$ cat config.mk
export PLATFORM = sky130hd
export DESIGN_NAME = grouped_node_index_allocator_flat
export DESIGN_NICKNAME = d
export VERILOG_FILES = /design/src/design/gnia_pkg.sv /design/src/design/gnia_if.sv /design/src/design/grouped_node_index_allocator.sv /design/src/flat_wrapper.sv
export SDC_FILE = /design/constraint.sdc
export NUM_CORES = 2
export LEC_CHECK = 0
export BUFFER_PORTS_ARGS = -buffer_cell sky130_fd_sc_hd__buf_2
export CORE_MARGIN = 2
export CORE_UTILIZATION = 35
export DETAILED_ROUTE_END_ITERATION = 6
export PLACE_DENSITY = 0.48
export SYNTH_ARGS = -nofsm -noshare
export SYNTH_HDL_FRONTEND = slang
export SYNTH_SLANG_ARGS = --single-unit
$ cat constraint.sdc
create_clock -name i_clk -period 16.8 [get_ports i_clk]
set_input_delay 1.68 -clock i_clk [delete_from_list [all_inputs] [get_ports i_clk]]
set_output_delay 1.68 -clock i_clk [all_outputs]
set_load 0.03 [all_outputs]
$ cat src/design/gnia_pkg.sv
`default_nettype none
package gnia_pkg;
    localparam int GroupCapacity = 128;
    localparam int NodeWidth = 9;
    localparam int StatusWidth = 2;
    localparam logic [NodeWidth-1:0] NodeEntriesReset = 9'd384;

    typedef enum logic [1:0] {
        ST_ALLOC    = 2'd0,
        ST_NOSPACE  = 2'd1,
        ST_RELEASED = 2'd2,
        ST_BAD      = 2'd3
    } t_status;

    typedef enum logic [2:0] {
        S_CLEAR,
        S_IDLE,
        S_SCAN,
        S_READ,
        S_MODIFY,
        S_OUT
    } t_state;
endpackage
`default_nettype wire

$ cat src/design/gnia_if.sv
`default_nettype none
interface gnia_req_if;
    logic       valid;
    logic       ready;
    logic       req_type;
    logic [1:0] request_size;
    logic [8:0] release_index;
    modport source (output valid, req_type, request_size, release_index, input ready);
    modport sink (input valid, req_type, request_size, release_index, output ready);
endinterface

interface gnia_rsp_if;
    logic       valid;
    logic       ready;
    logic [8:0] node_index;
    logic [1:0] status;
    modport source (output valid, node_index, status, input ready);
    modport sink (input valid, node_index, status, output ready);
endinterface
`default_nettype wire

$ cat src/design/grouped_node_index_allocator.sv
// channel   | role | payload
// req       | sink | req_type, request_size, release_index
// rsp       | src  | node_index, status
// apb       | sink | node_entries at address 0
// an allocation passes from the idle state through a level set scan over every 32-group
// word (4 words at the default capacity), then a read and a modify of the mask memory and
// the output state; a release skips the scan
// after reset and after a node_entries write a rebuild pass writes every mask
// entry, one a cycle, while no request is taken
// the result register waits on rsp ready and holds the block until taken
`default_nettype none
module grouped_node_index_allocator #(
    parameter int GROUP_CAPACITY = gnia_pkg::GroupCapacity
) (
    input  wire logic        i_clk,
    input  wire logic        i_rst_n,
    gnia_req_if.sink         req,
    gnia_rsp_if.source       rsp,
    input  wire logic        psel,
    input  wire logic        penable,
    input  wire logic        pwrite,
    input  wire logic [1:0]  paddr,
    input  wire logic [31:0] pwdata,
    output logic      [31:0] prdata,
    output logic             pready
);
    import gnia_pkg::*;

    localparam int GW = (GROUP_CAPACITY > 1) ? $clog2(GROUP_CAPACITY) : 1;
    localparam int WORDS = (GROUP_CAPACITY + 31) / 32;
    localparam int WW = (WORDS > 1) ? $clog2(WORDS) : 1;
    localparam int PadG = WORDS * 32;
    localparam logic [9:0] PoolNodes = 10'(GROUP_CAPACITY * 3 > 511 ? 511 : GROUP_CAPACITY * 3);

    t_state r_state, n_state;
    logic [NodeWidth-1:0] r_entries;
    logic [2:0] r_mask_mem [GROUP_CAPACITY];
    logic [2:0] r_rd;
    logic [PadG-1:0] r_set1, r_set2, r_set3;
    logic [GW-1:0] r_ptr;
    logic [WW-1:0] r_word;
    logic [2:0] r_found;
    logic [GW-1:0] r_grp, r_fgrp [3];
    logic [1:0] r_bit;
    logic r_type;
    logic [1:0] r_size;
    logic r_inrange;
    logic [NodeWidth-1:0] r_node;
    t_status r_status;

    logic cfg_wr;
    assign pready = 1'b1;
    assign cfg_wr = psel && penable && pwrite && paddr == 2'd0;
    assign prdata = {23'd0, r_entries};

    // usable entries, full group count and remainder
    logic [9:0] ent_sat;
    logic [8:0] ent_full;
    logic [1:0] ent_rem;
    assign ent_sat = ({1'b0, r_entries} > PoolNodes) ? PoolNodes : {1'b0, r_entries};
    // divide by three through the reciprocal 171/512, exact below 512
    assign ent_full = 9'((18'(ent_sat) * 18'd171) >> 9);
    assign ent_rem = 2'(ent_sat - {1'b0, 9'(ent_full * 9'd3)});

    always_ff @(posedge i_clk) begin
        if (!i_rst_n) begin
            r_entries <= NodeEntriesReset;
        end else if (cfg_wr) begin
            r_entries <= pwdata[NodeWidth-1:0];
        end
    end

    // next state
    always_comb begin
        n_state = r_state;
        unique case (r_state)
            S_CLEAR:  if (32'(r_ptr) == GROUP_CAPACITY - 1) n_state = S_IDLE;
            S_IDLE:   if (req.valid) n_state = req.req_type ? S_READ : S_SCAN;
            S_SCAN:   if (32'(r_word) == WORDS - 1) n_state = S_READ;
            S_READ:   n_state = S_MODIFY;
            S_MODIFY: n_state = S_OUT;
            S_OUT:    if (rsp.ready) n_state = S_IDLE;
            default:  n_state = S_IDLE;
        endcase
        if (cfg_wr) n_state = S_CLEAR;
    end

    always_comb begin
        req.ready = (r_state == S_IDLE) && !cfg_wr;
        rsp.valid = (r_state == S_OUT);
        rsp.node_index = r_node;
        rsp.status = r_status;
    end

    // lowest set bit in one 32-group word of each level set
    logic [31:0] w1, w2, w3;
    logic [4:0] p1, p2, p3;
    logic h1, h2, h3;
    always_comb begin
        w1 = r_set1[32*r_word +: 32];
        w2 = r_set2[32*r_word +: 32];
        w3 = r_set3[32*r_word +: 32];
        p1 = '0; p2 = '0; p3 = '0;
        h1 = |w1; h2 = |w2; h3 = |w3;
        for (int i = 31; i >= 0; i--) begin
            if (w1[i]) p1 = 5'(i);
            if (w2[i]) p2 = 5'(i);
            if (w3[i]) p3 = 5'(i);
        end
    end

    // release decode
    logic [8:0] rel_grp;
    logic [1:0] rel_bit;
    assign rel_grp = 9'((18'(req.release_index) * 18'd171) >> 9);
    assign rel_bit = 2'(req.release_index - 9'(rel_grp * 2'd3));

    // modify logic
    logic [2:0] bitm, nmask;
    logic [1:0] cnt, low_bit;
    logic chosen_ok;
    logic [1:0] lvl;
    logic act;
    logic [NodeWidth-1:0] res_node;
    t_status res_status;
    always_comb begin
        bitm = 3'(1) << r_bit;
        cnt = 2'(r_rd[0]) + 2'(r_rd[1]) + 2'(r_rd[2]);
        low_bit = r_rd[0] ? 2'd0 : (r_rd[1] ? 2'd1 : 2'd2);
        nmask = r_rd;
        chosen_ok = 1'b0;
        lvl = 2'd0;
        act = 1'b0;
        res_node = '0;
        res_status = ST_BAD;
        if (!r_type) begin
            if (r_size == 2'd1) begin
                lvl = r_found[0] ? 2'd1 : (r_found[1] ? 2'd2 : 2'd3);
                chosen_ok = (r_rd != 3'd0) && (|r_found);
                priority if (r_rd[0]) nmask = r_rd & 3'b110;
                else if (r_rd[1]) nmask = r_rd & 3'b101;
                else nmask = r_rd & 3'b011;
                act = chosen_ok;
                if (chosen_ok) begin
                    res_status = ST_ALLOC;
                    res_node = 9'(10'(r_grp) * 10'd3 + 10'(low_bit));
                end else begin
                    res_status = ST_NOSPACE;
                end
            end else begin
                nmask = 3'd0;
                if (r_size == 2'd3) begin
                    act = r_found[2];
                    if (r_found[2]) begin
                        res_status = ST_ALLOC;
                        res_node = 9'(10'(r_grp) * 10'd3);
                    end else begin
                        res_status = ST_NOSPACE;
                    end
                end
            end
        end else begin
            if (r_size == 2'd1) begin
                nmask = r_rd | bitm;
                act = r_inrange && (r_rd & bitm) == 3'd0;
            end else begin
                nmask = 3'b111;
                act = (r_size == 2'd3) && r_inrange && r_rd == 3'd0;
            end
            if (act) res_status = ST_RELEASED;
        end
    end

    always_ff @(posedge i_clk) begin
        if (!i_rst_n) begin
            r_state <= S_CLEAR;
            r_ptr <= '0;
            r_set1 <= '0; r_set2 <= '0; r_set3 <= '0;
        end else begin
            r_state <= n_state;
            if (cfg_wr) begin
                r_ptr <= '0;
                r_set1 <= '0; r_set2 <= '0; r_set3 <= '0;
            end else begin
                unique case (r_state)
                    S_CLEAR: begin
                        r_ptr <= r_ptr + 1'b1;
                        if (32'(r_ptr) < 32'(ent_full)) begin
                            r_set3[r_ptr] <= 1'b1;
                        end else if (32'(r_ptr) == 32'(ent_full) && ent_rem == 2'd1) begin
                            r_set1[r_ptr] <= 1'b1;
                        end else if (32'(r_ptr) == 32'(ent_full) && ent_rem == 2'd2) begin
                            r_set2[r_ptr] <= 1'b1;
                        end
                    end
                    S_MODIFY: begin
                        if (!r_type && r_size == 2'd1 && act) begin
                            unique case (lvl)
                                2'd1: r_set1[r_grp] <= 1'b0;
                                2'd2: begin
                                    r_set2[r_grp] <= 1'b0; r_set1[r_grp] <= 1'b1;
                                end
                                default: begin
                                    r_set3[r_grp] <= 1'b0; r_set2[r_grp] <= 1'b1;
                                end
                            endcase
                        end else if (!r_type && r_size == 2'd3 && act) begin
                            r_set3[r_grp] <= 1'b0;
                        end else if (r_type && r_size == 2'd1 && act) begin
                            unique case (cnt)
                                2'd0: r_set1[r_grp] <= 1'b1;
                                2'd1: begin
                                    r_set1[r_grp] <= 1'b0; r_set2[r_grp] <= 1'b1;
                                end
                                default: begin
                                    r_set2[r_grp] <= 1'b0; r_set3[r_grp] <= 1'b1;
                                end
                            endcase
                        end else if (r_type && r_size == 2'd3 && act) begin
                            r_set3[r_grp] <= 1'b1;
                        end
                    end
                    default: ;
                endcase
            end
        end
    end

    // datapath and payload registers
    always_ff @(posedge i_clk) begin
        unique case (r_state)
            S_IDLE: begin
                r_type <= req.req_type;
                r_size <= req.request_size;
                r_word <= '0;
                r_found <= '0;
                r_bit <= rel_bit;
                r_grp <= GW'(rel_grp);
                if (req.request_size == 2'd1)
                    r_inrange <= {1'b0, req.release_index} < ent_sat
                                 && 32'(rel_grp) < GROUP_CAPACITY;
                else
                    r_inrange <= 32'(rel_grp) < GROUP_CAPACITY
                                 && (10'(rel_grp) + 10'd1) * 10'd3 <= ent_sat;
            end
            S_SCAN: begin
                r_word <= r_word + 1'b1;
                if (h1 && !r_found[0]) begin
                    r_found[0] <= 1'b1; r_fgrp[0] <= GW'({r_word, p1});
                end
                if (h2 && !r_found[1]) begin
                    r_found[1] <= 1'b1; r_fgrp[1] <= GW'({r_word, p2});
                end
                if (h3 && !r_found[2]) begin
                    r_found[2] <= 1'b1; r_fgrp[2] <= GW'({r_word, p3});
                end
            end
            S_READ: begin
                if (!r_type) begin
                    if (r_size == 2'd1)
                        r_grp <= r_found[0] ? r_fgrp[0]
                               : (r_found[1] ? r_fgrp[1] : r_fgrp[2]);
                    else
                        r_grp <= r_fgrp[2];
                end
            end
            S_MODIFY: begin
                r_node <= res_node;
                r_status <= res_status;
            end
            default: ;
        endcase
    end

    // mask memory: one read and one write port
    logic mem_we;
    logic [GW-1:0] mem_wa, mem_ra;
    logic [2:0] mem_wd;
    always_comb begin
        mem_we = 1'b0;
        mem_wa = r_grp;
        mem_wd = nmask;
        if (r_state == S_CLEAR) begin
            mem_we = 1'b1;
            mem_wa = r_ptr;
            if (32'(r_ptr) < 32'(ent_full)) mem_wd = 3'b111;
            else if (32'(r_ptr) == 32'(ent_full)) mem_wd = 3'((4'd1 << ent_rem) - 4'd1);
            else mem_wd = 3'd0;
        end else if (r_state == S_MODIFY) begin
            mem_we = act;
        end
        mem_ra = r_grp;
        if (r_state == S_READ && !r_type)
            mem_ra = (r_size == 2'd1) ? (r_found[0] ? r_fgrp[0]
                     : (r_found[1] ? r_fgrp[1] : r_fgrp[2])) : r_fgrp[2];
    end

    always_ff @(posedge i_clk) begin
        if (mem_we) r_mask_mem[mem_wa] <= mem_wd;
        r_rd <= r_mask_mem[mem_ra];
    end
endmodule
`default_nettype wire
$ cat src/flat_wrapper.sv
// flat-port wrapper written by rule: the top's interface ports become plain ports
module grouped_node_index_allocator_flat import gnia_pkg::*;
#(
    parameter int GROUP_CAPACITY = gnia_pkg::GroupCapacity
)
  (i_clk, i_rst_n, psel, penable, pwrite, paddr, pwdata, prdata, pready, req_valid, req_req_type, req_request_size, req_release_index, req_ready, rsp_valid, rsp_node_index, rsp_status, rsp_ready);
  gnia_req_if req_i ();
  gnia_rsp_if rsp_i ();
  input  wire logic i_clk;
  input  wire logic i_rst_n;
  input  wire logic psel;
  input  wire logic penable;
  input  wire logic pwrite;
  input  wire logic [1:0] paddr;
  input  wire logic [31:0] pwdata;
  output logic      [31:0] prdata;
  output logic pready;
  input wire logic [$bits(req_i.valid)-1:0] req_valid;
  input wire logic [$bits(req_i.req_type)-1:0] req_req_type;
  input wire logic [$bits(req_i.request_size)-1:0] req_request_size;
  input wire logic [$bits(req_i.release_index)-1:0] req_release_index;
  output wire logic [$bits(req_i.ready)-1:0] req_ready;
  output wire logic [$bits(rsp_i.valid)-1:0] rsp_valid;
  output wire logic [$bits(rsp_i.node_index)-1:0] rsp_node_index;
  output wire logic [$bits(rsp_i.status)-1:0] rsp_status;
  input wire logic [$bits(rsp_i.ready)-1:0] rsp_ready;
  assign req_i.valid = req_valid;
  assign req_i.req_type = req_req_type;
  assign req_i.request_size = req_request_size;
  assign req_i.release_index = req_release_index;
  assign req_ready = req_i.ready;
  assign rsp_valid = rsp_i.valid;
  assign rsp_node_index = rsp_i.node_index;
  assign rsp_status = rsp_i.status;
  assign rsp_i.ready = rsp_ready;
  grouped_node_index_allocator #(.GROUP_CAPACITY(GROUP_CAPACITY)) u_core (.i_clk(i_clk), .i_rst_n(i_rst_n), .req(req_i), .rsp(rsp_i), .psel(psel), .penable(penable), .pwrite(pwrite), .paddr(paddr), .pwdata(pwdata), .prdata(prdata), .pready(pready));
endmodule
# [Word-level counts from Yosys, hierarchy flattened]
# Memories as Yosys holds them, arrays and structs flattened. A register that Yosys moved wholly into a read port is not among the register bits.
# Index checks and enable logic that the tools add are counted.
[classes] n_addsub=9 mul=6 n_lt_le_gt_ge=9 eq_ne=38 shifts=5 muxes=187 bitwise=13 reduce_logical=55
[ops] op="$mux W128" count=18
[ops] op="$pmux W128 S2" count=7
[ops] op="$or A128 B128 Y128" count=6
[ops] op="$mux W5" count=96
[ops] op="$and A128 B128 Y128" count=3
[ops] op="$shiftx A128 B8 Y32" count=3
[ops] op="$not A128 Y128" count=1
[ops] op="$reduce_or A32 Y1" count=3
[ops] op="$mux W9" count=5
[ops] op="$mux W7" count=6
[ops] op="$mux W3" count=12
[ops] op="$mul A9 B8 Y17 const B" count=2
[ops] op="$mux W1" count=29
[ops] op="$logic_and A1 B1 Y1" count=26
[ops] op="$ne A2 B1 Y1 const B" count=9
[ops] op="$pmux W3 S6" count=1
[ops] op="$lt A7 B8 Y1 const B" count=2
[ops] op="$mux W2" count=8
[ops] op="$demux W1 S7" count=2
[ops] op="$ge A7 B1 Y1 const B" count=2
[ops] op="$pmux W7 S2" count=1
[ops] op="$eq A2 B1 Y1 const B" count=5
[ops] op="$le A10 B9 Y1" count=1
[ops] op="$mul A10 B2 Y10 const B" count=1
[ops] op="47 further kinds" count=73
[word_totals] regBits=432 ram_bits=405 word_cells=341 memories=2
[mem_list] memory="u_core.r_mask_mem" words=128 word_bits=3 read_ports=1 rd_ports_with_merged_regs=1 wr=1 line_no="grouped_node_index_allocator.sv:37" text="logic [2:0] r_mask_mem [GROUP_CAPACITY];"
[mem_list] memory="u_core.r_fgrp" words=3 word_bits=7 read_ports=3 rd_ports_with_merged_regs=0 wr=3 line_no="grouped_node_index_allocator.sv:43" text="logic [GW-1:0] r_grp, r_fgrp [3];"

# [Longest topological paths before layout]
[logic_depth] depth_word=33 mapped_depth=31 mapped_depth_nobuf=29

# [Worst setup path after synthesis]
# OpenSTA, ideal clock, no wires.
[synth_timing] path_kind="reg-to-reg" start="register u_core.r_entries[7]" end="memory u_core.r_mask_mem[0][2], data pin" arrival_ps=9254 required_ps=15867 setup_slack_ps=6613 path_stages_with_launch=27 path_buffers=0 path_cell_list="dfxtp_1 ha_1 nand2b_1 inv_1 ha_1 inv_1 fa_1 inv_1 fa_1 inv_1 fa_1 inv_1 ha_1 or3_4 a31oi_1 o21ai_1 a41o_1 a21o_1 ha_1 a21o_1 a21oi_1 o21ai_0 a21o_1 a21oi_1 nor2_1 nand2_1 a2bb2oi_1"
[synth_via] elab_chain_len=10 elab_cells_between_ends=12
[synth_lines] element="start, declared" line_no="grouped_node_index_allocator.sv:36" text="logic [NodeWidth-1:0] r_entries;"
[synth_lines] element="start signal, assigned" line_no="grouped_node_index_allocator.sv:67" text="r_entries <= NodeEntriesReset;"
[synth_lines] element="start signal, assigned" line_no="grouped_node_index_allocator.sv:69" text="r_entries <= pwdata[NodeWidth-1:0];"
[synth_lines] element="$gt A9 B9 Y1" line_no="grouped_node_index_allocator.sv:60" text="assign ent_sat = ({1'b0, r_entries} > PoolNodes) ? PoolNodes : {1'b0, r_entries};"
[synth_lines] element="$mux W9 *" line_no="grouped_node_index_allocator.sv:60"
[synth_lines] element="$mul A9 B8 Y17" line_no="grouped_node_index_allocator.sv:62" text="assign ent_full = 9'((18'(ent_sat) * 18'd171) >> 9);"
[synth_lines] element="$mul A9 B2 Y2" line_no="grouped_node_index_allocator.sv:63" text="assign ent_rem = 2'(ent_sat - {1'b0, 9'(ent_full * 9'd3)});"
[synth_lines] element="$sub A2 B2 Y2" line_no="grouped_node_index_allocator.sv:63"
[synth_lines] element="$shl A1 B2 Y3" line_no="grouped_node_index_allocator.sv:287" text="else if (32'(r_ptr) == 32'(ent_full)) mem_wd = 3'((4'd1 << ent_rem) - 4'd1);"
[synth_lines] element="$sub A3 B1 Y3" line_no="grouped_node_index_allocator.sv:287"
[synth_lines] element="$mux W3" line_no="grouped_node_index_allocator.sv:287"
[synth_lines] element="$mux W3 *" line_no="grouped_node_index_allocator.sv:286" text="if (32'(r_ptr) < 32'(ent_full)) mem_wd = 3'b111;"
[synth_lines] element="$mux W3 *" line_no="grouped_node_index_allocator.sv:283" text="if (r_state == S_CLEAR) begin"
[synth_lines] element="via u_core.mem_wd[2]" line_no="grouped_node_index_allocator.sv:278" text="logic [2:0] mem_wd;"
[synth_lines] element="end, declared" line_no="grouped_node_index_allocator.sv:37"
# Mark *: on every way through the listed nets, which the timed path passes. The rest lies on a longest branch.

==> flow_metrics.tcl <==
set metrics [dict create \
    finalCritPeriodShare 0.533 \
    pwr-share-seq 0.406 \
    p_int_mw 3.88 \
    dp_hpwl_um 112000 \
    slowest_stage "a21oi_4" \
    fillers 13700 \
    synth-seq-cells 840 \
    viasPerCell 6.10 \
    combinationalPowerShare 0.187 \
    fin_crit_ns 8.96 \
    clk-insertion-delay-late_ns 0.75 \
    synth-edff-count 434 \
    wirelength_um 181000 \
    cpMostUsedCell "inv_1" \
    worstSetupStartpoint "u_core.r_entries[7]" \
    r2r_start "u_core.r_entries[7]" \
    synth_flop_cell "edfxtp_1" \
    power.switching_mw 1.59 \
    yosysWarnings 0 \
    final_common_cell "nand2_1" \
    initial_core_util 0.352 \
    netlist_area_um2 48200 \
    areaGrowthSynthToFinish_pct 10.0 \
    mostFrequentLayoutCells "nand2_1 (569), nor2_1 (479), edfxtp_1 (434)" \
    post-route-drc-count 0 \
    overflow 0 \
    start_kind "flop" \
    dp_cells 6654 \
    grt_first_pass_wirelength_um 269000 \
    syn-mean-instance-area_um2 9.37 \
    htreeDepth 3 \
    port_buffers 51 \
    async_flop_share 0 \
    cp-end-kind "flop" \
    final_cell_area_um2 53000 \
    grt_antenna_before_repair 2 \
    reg2reg_slack_ns 7.84 \
    numCtsBuffers 101 \
    hold_violations 0 \
    grt_pass1_vias 39900 \
    required_ns 17.42 \
    core-area_um2 137000 \
    place_area_um2 49700 \
    dieArea_um2 141000 \
    finalSetupViolations 0 \
    r2r_cells 31 \
    dr.pass1.iters 6 \
    swShare 0.290 \
    ir_drop_mv 0.147 \
    worstPathArrival_ns 9.58 \
    p_leak_nw 17.9 \
    ant_nets 0 \
    gp_congestion 0.901 \
    hold_buffers 0 \
    clock_skew_ns 0.0646 \
    grt_max_degree 155 \
    drive_gt1_frac 0.0985 \
    drv_cap 0 \
    yosysUniqueCellTypes 96 \
    worst_pin_slew_ns 1.30 \
    cts-root-buf "clkbuf_16" \
    die_y_um 375 \
    relSlewSlack 0.131 \
    drv_slew 0 \
    netlist_instances 5141 \
    fin_cells 6844 \
    max_freq_mhz 112 \
    ios 99 \
    cts_tree "yes" \
    tns_ns 0 \
    nets 5194 \
    crit_type "flop to flop" \
    fin_util 0.387 \
    track_usage 0.251 \
    clock_path_buffers 3 \
    clkPwrFrac 0.407 \
    rsz0062_at_grt "false" \
    clk_pin_slew_worst_paths_ns 0.06 \
    wl_per_cell_um 26.5 \
    post_cts_buffers 0 \
    ctsResizeCount 0 \
    die_w_um 375 \
    power_density_nw_per_um2 103 \
    clock-sinks 840 \
    routed-via-count 41800 \
    slowest_delay_ns 0.85 \
    status "finished clean" \
    worstHoldPathType "flop to flop" \
    yosysSeqAreaShare 0.439 \
    drt-initial-drc-count 4223 \
    placementRows 136 \
    cp_max_fo 51 \
]
[final cells by class]
cell class | count | area [um^2] | area share
antenna | 2 | 5.00 | 0.0000944
clock buffer | 129 | 2720 | 0.0514
clock inverter | 59 | 617 | 0.0116
inverter | 158 | 601 | 0.0113
multi-input combinational | 3713 | 24600 | 0.465
sequential | 840 | 21200 | 0.399
tap | 1794 | 2240 | 0.0424
timing repair buffer | 149 | 1000 | 0.0189
[worst min path at each step]
stage          startpoint  endpoint  depth (start not counted)
2_1_floorplan        flop      flop                          2
4_1_cts              flop      flop                          2
6_report             flop      flop                          2
3_3_place_gp         flop      flop                          2
3_5_place_dp         flop      flop                          2
5_1_grt              flop      flop                          2
[per-stage QoR]
stage	setup slack, ns	hold WS, ns	total power, mW
global route	7.28	0.519	5.73
detailed placement	8.01	0.477	3.29
finish	7.84	0.492	5.47
floorplan	6.61	0.453	3.03
CTS	7.95	0.485	5.53
global placement	7.99	0.469	3.28
[routing by layer]
layer	routed length [um]	vias to the layer above	global-route usage
li1	-	18900	-
met2	81200	1692	0.392
met4	7640	2	0.105
met5	12	-	0
met1	78900	20800	0.343
met3	13400	338	0.0420
[power groups by stage]
| stage | clock [mW] | combinational [mW] | sequential [mW] |
|---|---|---|---|
| final | 2.23 | 1.02 | 2.22 |
| after global routing | 2.34 | 1.16 | 2.22 |
| after CTS | 2.27 | 1.03 | 2.22 |
| after detailed placement | 0 | 1.03 | 2.27 |
| after global placement | 0 | 1.02 | 2.27 |
| after floorplan | 0 | 0.758 | 2.27 |
[synth_stat cells (21+ instances only)]
| cell type | n | area share |
|---|---|---|
| o22ai_1 | 93 | 0.012 |
| buf_4 | 34 | 0.0053 |
| nand3_1 | 176 | 0.018 |
| fa_1 | 34 | 0.014 |
| o21a_1 | 21 | 0.0033 |
| nand4_1 | 25 | 0.0032 |
| xnor2_1 | 33 | 0.0060 |
| o211ai_1 | 238 | 0.037 |
| mux4_2 | 96 | 0.045 |
| and2_1 | 30 | 0.0039 |
| buf_2 | 89 | 0.0092 |
| clkbuf_1 | 284 | 0.022 |
| nand2b_1 | 44 | 0.0057 |
| buf_1 | 26 | 0.0020 |
| inv_1 | 156 | 0.012 |
| and3_1 | 32 | 0.0042 |
| nor2_1 | 485 | 0.038 |
| o31ai_1 | 23 | 0.0036 |
| o21ai_1 | 61 | 0.0063 |
| dfxtp_1 | 406 | 0.17 |
| mux2i_1 | 65 | 0.014 |
| nor2b_1 | 31 | 0.0040 |
| o2111ai_1 | 24 | 0.0044 |
| nor3_1 | 38 | 0.0039 |
| nand2_1 | 571 | 0.044 |
| a21oi_1 | 362 | 0.038 |
| o221ai_1 | 34 | 0.0062 |
| a22oi_1 | 185 | 0.029 |
| edfxtp_1 | 434 | 0.27 |
| a41oi_1 | 71 | 0.013 |
| a211oi_1 | 24 | 0.0037 |
| o22a_1 | 29 | 0.0053 |
| a32o_1 | 64 | 0.013 |
| o21ai_0 | 390 | 0.041 |
| ha_1 | 144 | 0.037 |
[logic make-up after synthesis]
logic type | synth area share
compound gates | 0.243
simple gates | 0.136
flops | 0.439
buf+inv | 0.0551
mux | 0.0659
fa+ha+maj | 0.0515
xor+xnor | 0.00945
other cells | 0.000156
[critical path, delay by kind of cell, from the launching register on]
| kind | cells | cell delay (ns) |
|---|---|---|
| adders and majority gates | 7 | 2.70 |
| AOI/OAI and AO/OA | 12 | 2.81 |
| buffers and inverters | 7 | 1.89 |
| and+or+nand+nor | 5 | 0.90 |
| DFF | 1 | 0.42 |
Power figures use the tool's default switching activity.
